===== config.mk =====
export PLATFORM = sky130hd
export DESIGN_NAME = brts_lerp
export DESIGN_NICKNAME = d
export VERILOG_FILES = /design/src/design/brts_pkg.sv /design/src/design/brts_lerp.sv
export SDC_FILE = /design/constraint.sdc
export NUM_CORES = 1
export LEC_CHECK = 0
export BUFFER_PORTS_ARGS = -buffer_cell sky130_fd_sc_hd__buf_2
export CAP_MARGIN = 25
export CORE_UTILIZATION = 46
export DETAILED_ROUTE_END_ITERATION = 10
export GPL_TIMING_DRIVEN = 0
export MAX_ROUTING_LAYER = met4
export PLACE_DENSITY = 0.67
export SYNTH_ARGS = -nofsm -noshare
export SYNTH_HDL_FRONTEND = slang
export SYNTH_SLANG_ARGS = --single-unit

===== constraint.sdc =====
create_clock -name vclk -period 19.3
set_input_delay 2.895 -clock vclk [all_inputs]
set_output_delay 2.895 -clock vclk [all_outputs]
set_load 0.02 [all_outputs]

===== src/design/brts_pkg.sv =====
// ----------------------------------------------------------------------------
// brts_pkg
// Shared types and constants of the bilinear RGB texture sampler: item
// structs, request codes, register indexes and parameter defaults.
// ----------------------------------------------------------------------------
`default_nettype none

package brts_pkg;

	// parameter defaults
	localparam int DEF_MAX_COLS     = 256;
	localparam int DEF_MAX_ROWS     = 256;
	localparam int DEF_FRAC_BITS    = 8;
	localparam int DEF_CHANNEL_BITS = 16;

	// fixed field widths
	localparam int COORD_BITS    = 16;
	localparam int CHAN_IN_BITS  = 16;
	localparam int CHAN_OUT_BITS = 16;
	localparam int CFG_BITS      = 9;
	localparam int CFG_RESET     = 256;
	localparam int APB_DW        = 32;
	localparam int PADDR_W       = 3;

	// store organization: even/odd column times even/odd row
	localparam int NUM_BANKS = 4;
	localparam int NUM_CHAN  = 3;

	// request codes
	localparam logic REQ_WRITE  = 1'b0;
	localparam logic REQ_SAMPLE = 1'b1;

	// register indexes (address bit 2)
	typedef enum logic {
		REG_COLS = 1'b0,
		REG_ROWS = 1'b1
	} reg_idx_t;

	typedef struct packed {
		logic                    req_type;
		logic [7:0]              texel_col;
		logic [7:0]              texel_row;
		logic [CHAN_IN_BITS-1:0] texel_red;
		logic [CHAN_IN_BITS-1:0] texel_green;
		logic [CHAN_IN_BITS-1:0] texel_blue;
		logic [COORD_BITS-1:0]   coord_x;
		logic [COORD_BITS-1:0]   coord_y;
	} req_item_t;

	typedef struct packed {
		logic [CHAN_OUT_BITS-1:0] red;
		logic [CHAN_OUT_BITS-1:0] green;
		logic [CHAN_OUT_BITS-1:0] blue;
		logic                     coord_clamped;
	} res_item_t;

endpackage

`default_nettype wire


===== src/design/brts_lerp.sv =====
// ----------------------------------------------------------------------------
// brts_lerp
// Fixed-point linear interpolation a + floor(f * (b - a) / 2^FB), done with
// one signed multiply and an add. The far operand is dropped when its
// weight is zero so that a don't-care texel cannot reach the result.
// ----------------------------------------------------------------------------
`default_nettype none

module brts_lerp import brts_pkg::*; #(
	parameter int CB = DEF_CHANNEL_BITS,
	parameter int FB = DEF_FRAC_BITS
) (
	input  wire logic [CB-1:0] a,
	input  wire logic [CB-1:0] b,
	input  wire logic [FB-1:0] f,
	output logic      [CB-1:0] y
);

	localparam int PW = CB + FB + 2;

	logic        [CB-1:0] b_use;
	logic signed [CB:0]   diff;
	logic signed [PW-1:0] prod;
	logic signed [PW-1:0] base;
	logic signed [PW-1:0] sum;

	// zero weight means the result is exactly a
	assign b_use = (f == '0) ? '0 : b;
	assign diff  = $signed({1'b0, b_use}) - $signed({1'b0, a});
	assign prod  = $signed({1'b0, f}) * diff;
	assign base  = $signed({2'b00, a, {FB{1'b0}}});
	assign sum   = base + prod;

	// sum stays between a and b scaled, so it is never negative
	assign y = sum[FB +: CB];

endmodule

`default_nettype wire


==> flow_summary.json <==
{
  "pre_cts_ws_ns": 4.97,
  "die_h_um": 117,
  "antenna_cells_inserted": 0,
  "ys.warnings.count": 0,
  "timing.critical_path.slowest_cell_delay_ns": 0.56,
  "grt_max_degree": 11,
  "postRouteWirelength_um": 14300,
  "hold_bufs_inserted_after_cts": 0,
  "maxCapViolCount": 0,
  "dr_wl_met2_um": 7490,
  "drtPass1Iterations": 4,
  "detailroute.via_count": 4961,
  "coreArea_um2": 12700,
  "post-route-min-period_ns": 14.26,
  "seq_cells": 0,
  "report.final.hold_viol_count": 0,
  "syn_inst": 721,
  "route.detailed.drc": 0,
  "clkbuf_count": 0,
  "critPathLaunch": "f[2]",
  "setup_slack_ns": 5.04,
  "floorplan.initialDensity_pct": 47.5,
  "critPathRequiredTime_ns": 16.41,
  "yosysSeqAreaShare_pct": 0,
  "topRoutingLayerUsed": "met4",
  "worst_slew_margin_rel_pct": 50.1,
  "route.layer.met1.wl_um": 6330,
  "numPortBuffers": 56,
  "tightestPinTransition_ns": 0.743,
  "detail_route.vias_per_cell": 5.23,
  "cts_repair_resizes": 0,
  "timing.final.max_slew_violations": 0,
  "syn_to_final_growth_pct": 8.19,
  "grt-ovfl-total": 0,
  "route.met3.wl_um": 403,
  "postSynthNetCount": 942,
  "cp.buffers_inverters": 6,
  "register_area_um2": 0,
  "worst_path_most_repeated_cell": "fa_1",
  "route.detailed.wl_per_inst_um": 15.1,
  "number_of_placement_rows": 41,
  "max_freq_mhz": 70.1,
  "timing.hold.ws_ns": 6.45,
  "global_route.usage.total_pct": 23.1,
  "number_of_antenna_violations_at_the_first_check_in_global_routing": 0,
  "multi_input_combinational_cell_area_um2": 5320,
  "criticalPathCategory": "in2out",
  "place_congestion": 0.879,
  "setup_tns_ns": 0,
  "finalNetCount": 1000,
  "floorplan.io_pins": 56,
  "final.period_utilization_pct": 73.9,
  "post-cts-setup-buffers": 0,
  "place.detailed.hpwl_um": 12600,
  "setup_viol": 0,
  "synthDistinctLibCells": 52,
  "worst_ep_arrival_time_ns": 11.37,
  "outcome": "finished, final reports clean",
  "crit_path_end_kind": "output pin",
  "drive_gt1_share_pct": 10.2,
  "crit_path_max_fanout": 10,
  "min_delay_path_class": "in2out",
  "critPathSlowestCell": "fa_1",
  "num-fill-cells": 1318,
  "violation_count_after_the_first_detailed_route_iteration": 244,
  "crit_path_start_kind": "input pin",
  "grt_first_pass_wirelength_um": 24100,
  "die_x_um": 117,
  "cp_num_cells": 29,
  "grt_setup_unrepaired": "no",
  "postRouteAntennaNets": 0,
  "cpLargestDelayFamily": "adder cells",
  "crit_path_end": "y[15]",
  "die_area_um2": 13600,
  "synth.avg_cell_area_um2": 8.39,
  "grt_pass1_vias": 5081,
  "syn-cell-area_um2": 6050
}
synth_stat cells, types with 4 or more instances:
library cell,n,area [um^2]
inv_1,166,623
fa_1,118,2360
nand2_1,72,270
ha_1,63,788
and2_1,53,332
nand3_1,34,170
clkbuf_1,24,90.1
xnor2_1,22,193
nor2_1,17,63.8
nor3_1,15,75.1
a21oi_1,13,65.1
and3_1,12,75.1
xor2_1,11,96.3
nor2b_1,10,62.6
a311oi_1,7,61.3
nand2b_1,6,37.5
o21ai_0,6,30.0
o311ai_0,6,52.6
nand3b_1,5,37.5
a211oi_1,4,30.0
o21a_1,4,30.0
o21ai_1,4,20.0
placed cells by master, fill, tap and decap left out, types with 5 or more instances in the layout:
cell,n
xnor2_1,22
a311oi_1,7
nor2_1,17
buf_2,57
nand2_1,72
nor3_1,15
nand2b_1,6
fa_1,118
o311ai_0,6
inv_1,166
nand3b_1,5
and2_1,53
nand3_1,34
a21oi_1,13
clkbuf_1,24
o21ai_0,6
and3_1,12
nor2b_1,10
xor2_1,11
ha_1,63
stage by stage:
step	utilization [%]	instances	instance area [um^2]
final	51.4	949	6540
after detailed placement	51.4	949	6540
after global placement	51.4	949	6540
after floorplan	-	721	6050
after global routing	51.4	949	6540
after CTS	51.4	949	6540
worst min path at each step:
stage	start	end	slack, ns	cells after the start
2_1_floorplan	f[0]	y[0]	6.20	3
3_3_place_gp	a[2]	y[3]	6.47	5
3_5_place_dp	a[2]	y[3]	6.47	5
4_1_cts	a[2]	y[3]	6.47	5
5_1_grt	a[2]	y[3]	6.50	5
6_report	f[0]	y[0]	6.45	5
kinds of logic (layout without fill, tap and decap cells):
family                   after synthesis  in the layout  synth area share [%]
adder cells (fa/ha/maj)              181            181                  52.1
XOR/XNOR                              34             34                  5.05
AND/OR/NAND/NOR                      242            242                  21.1
buffers and inverters                192            248                  12.1
AO/OA/AOI/OAI                         72             72                  9.74
metal layers:
metal | global-route usage, % | vias up
li1 | - | 2374
met1 | 29.7 | 2474
met2 | 42.0 | 107
met3 | 0.467 | 6
met4 | 3.12 | 0
met5 | - | -
cell type report:
| class | count | share of cell area [%] |
|---|---|---|
| timing repair buffer | 56 | 4.28 |
| buffer | 26 | 1.63 |
| multi-input combinational | 529 | 81.3 |
| inverter | 166 | 9.52 |
| tap | 172 | 3.29 |
Power is not shown: default switching activity piles up to over one toggle a cycle in this logic, so the estimate is an artifact.
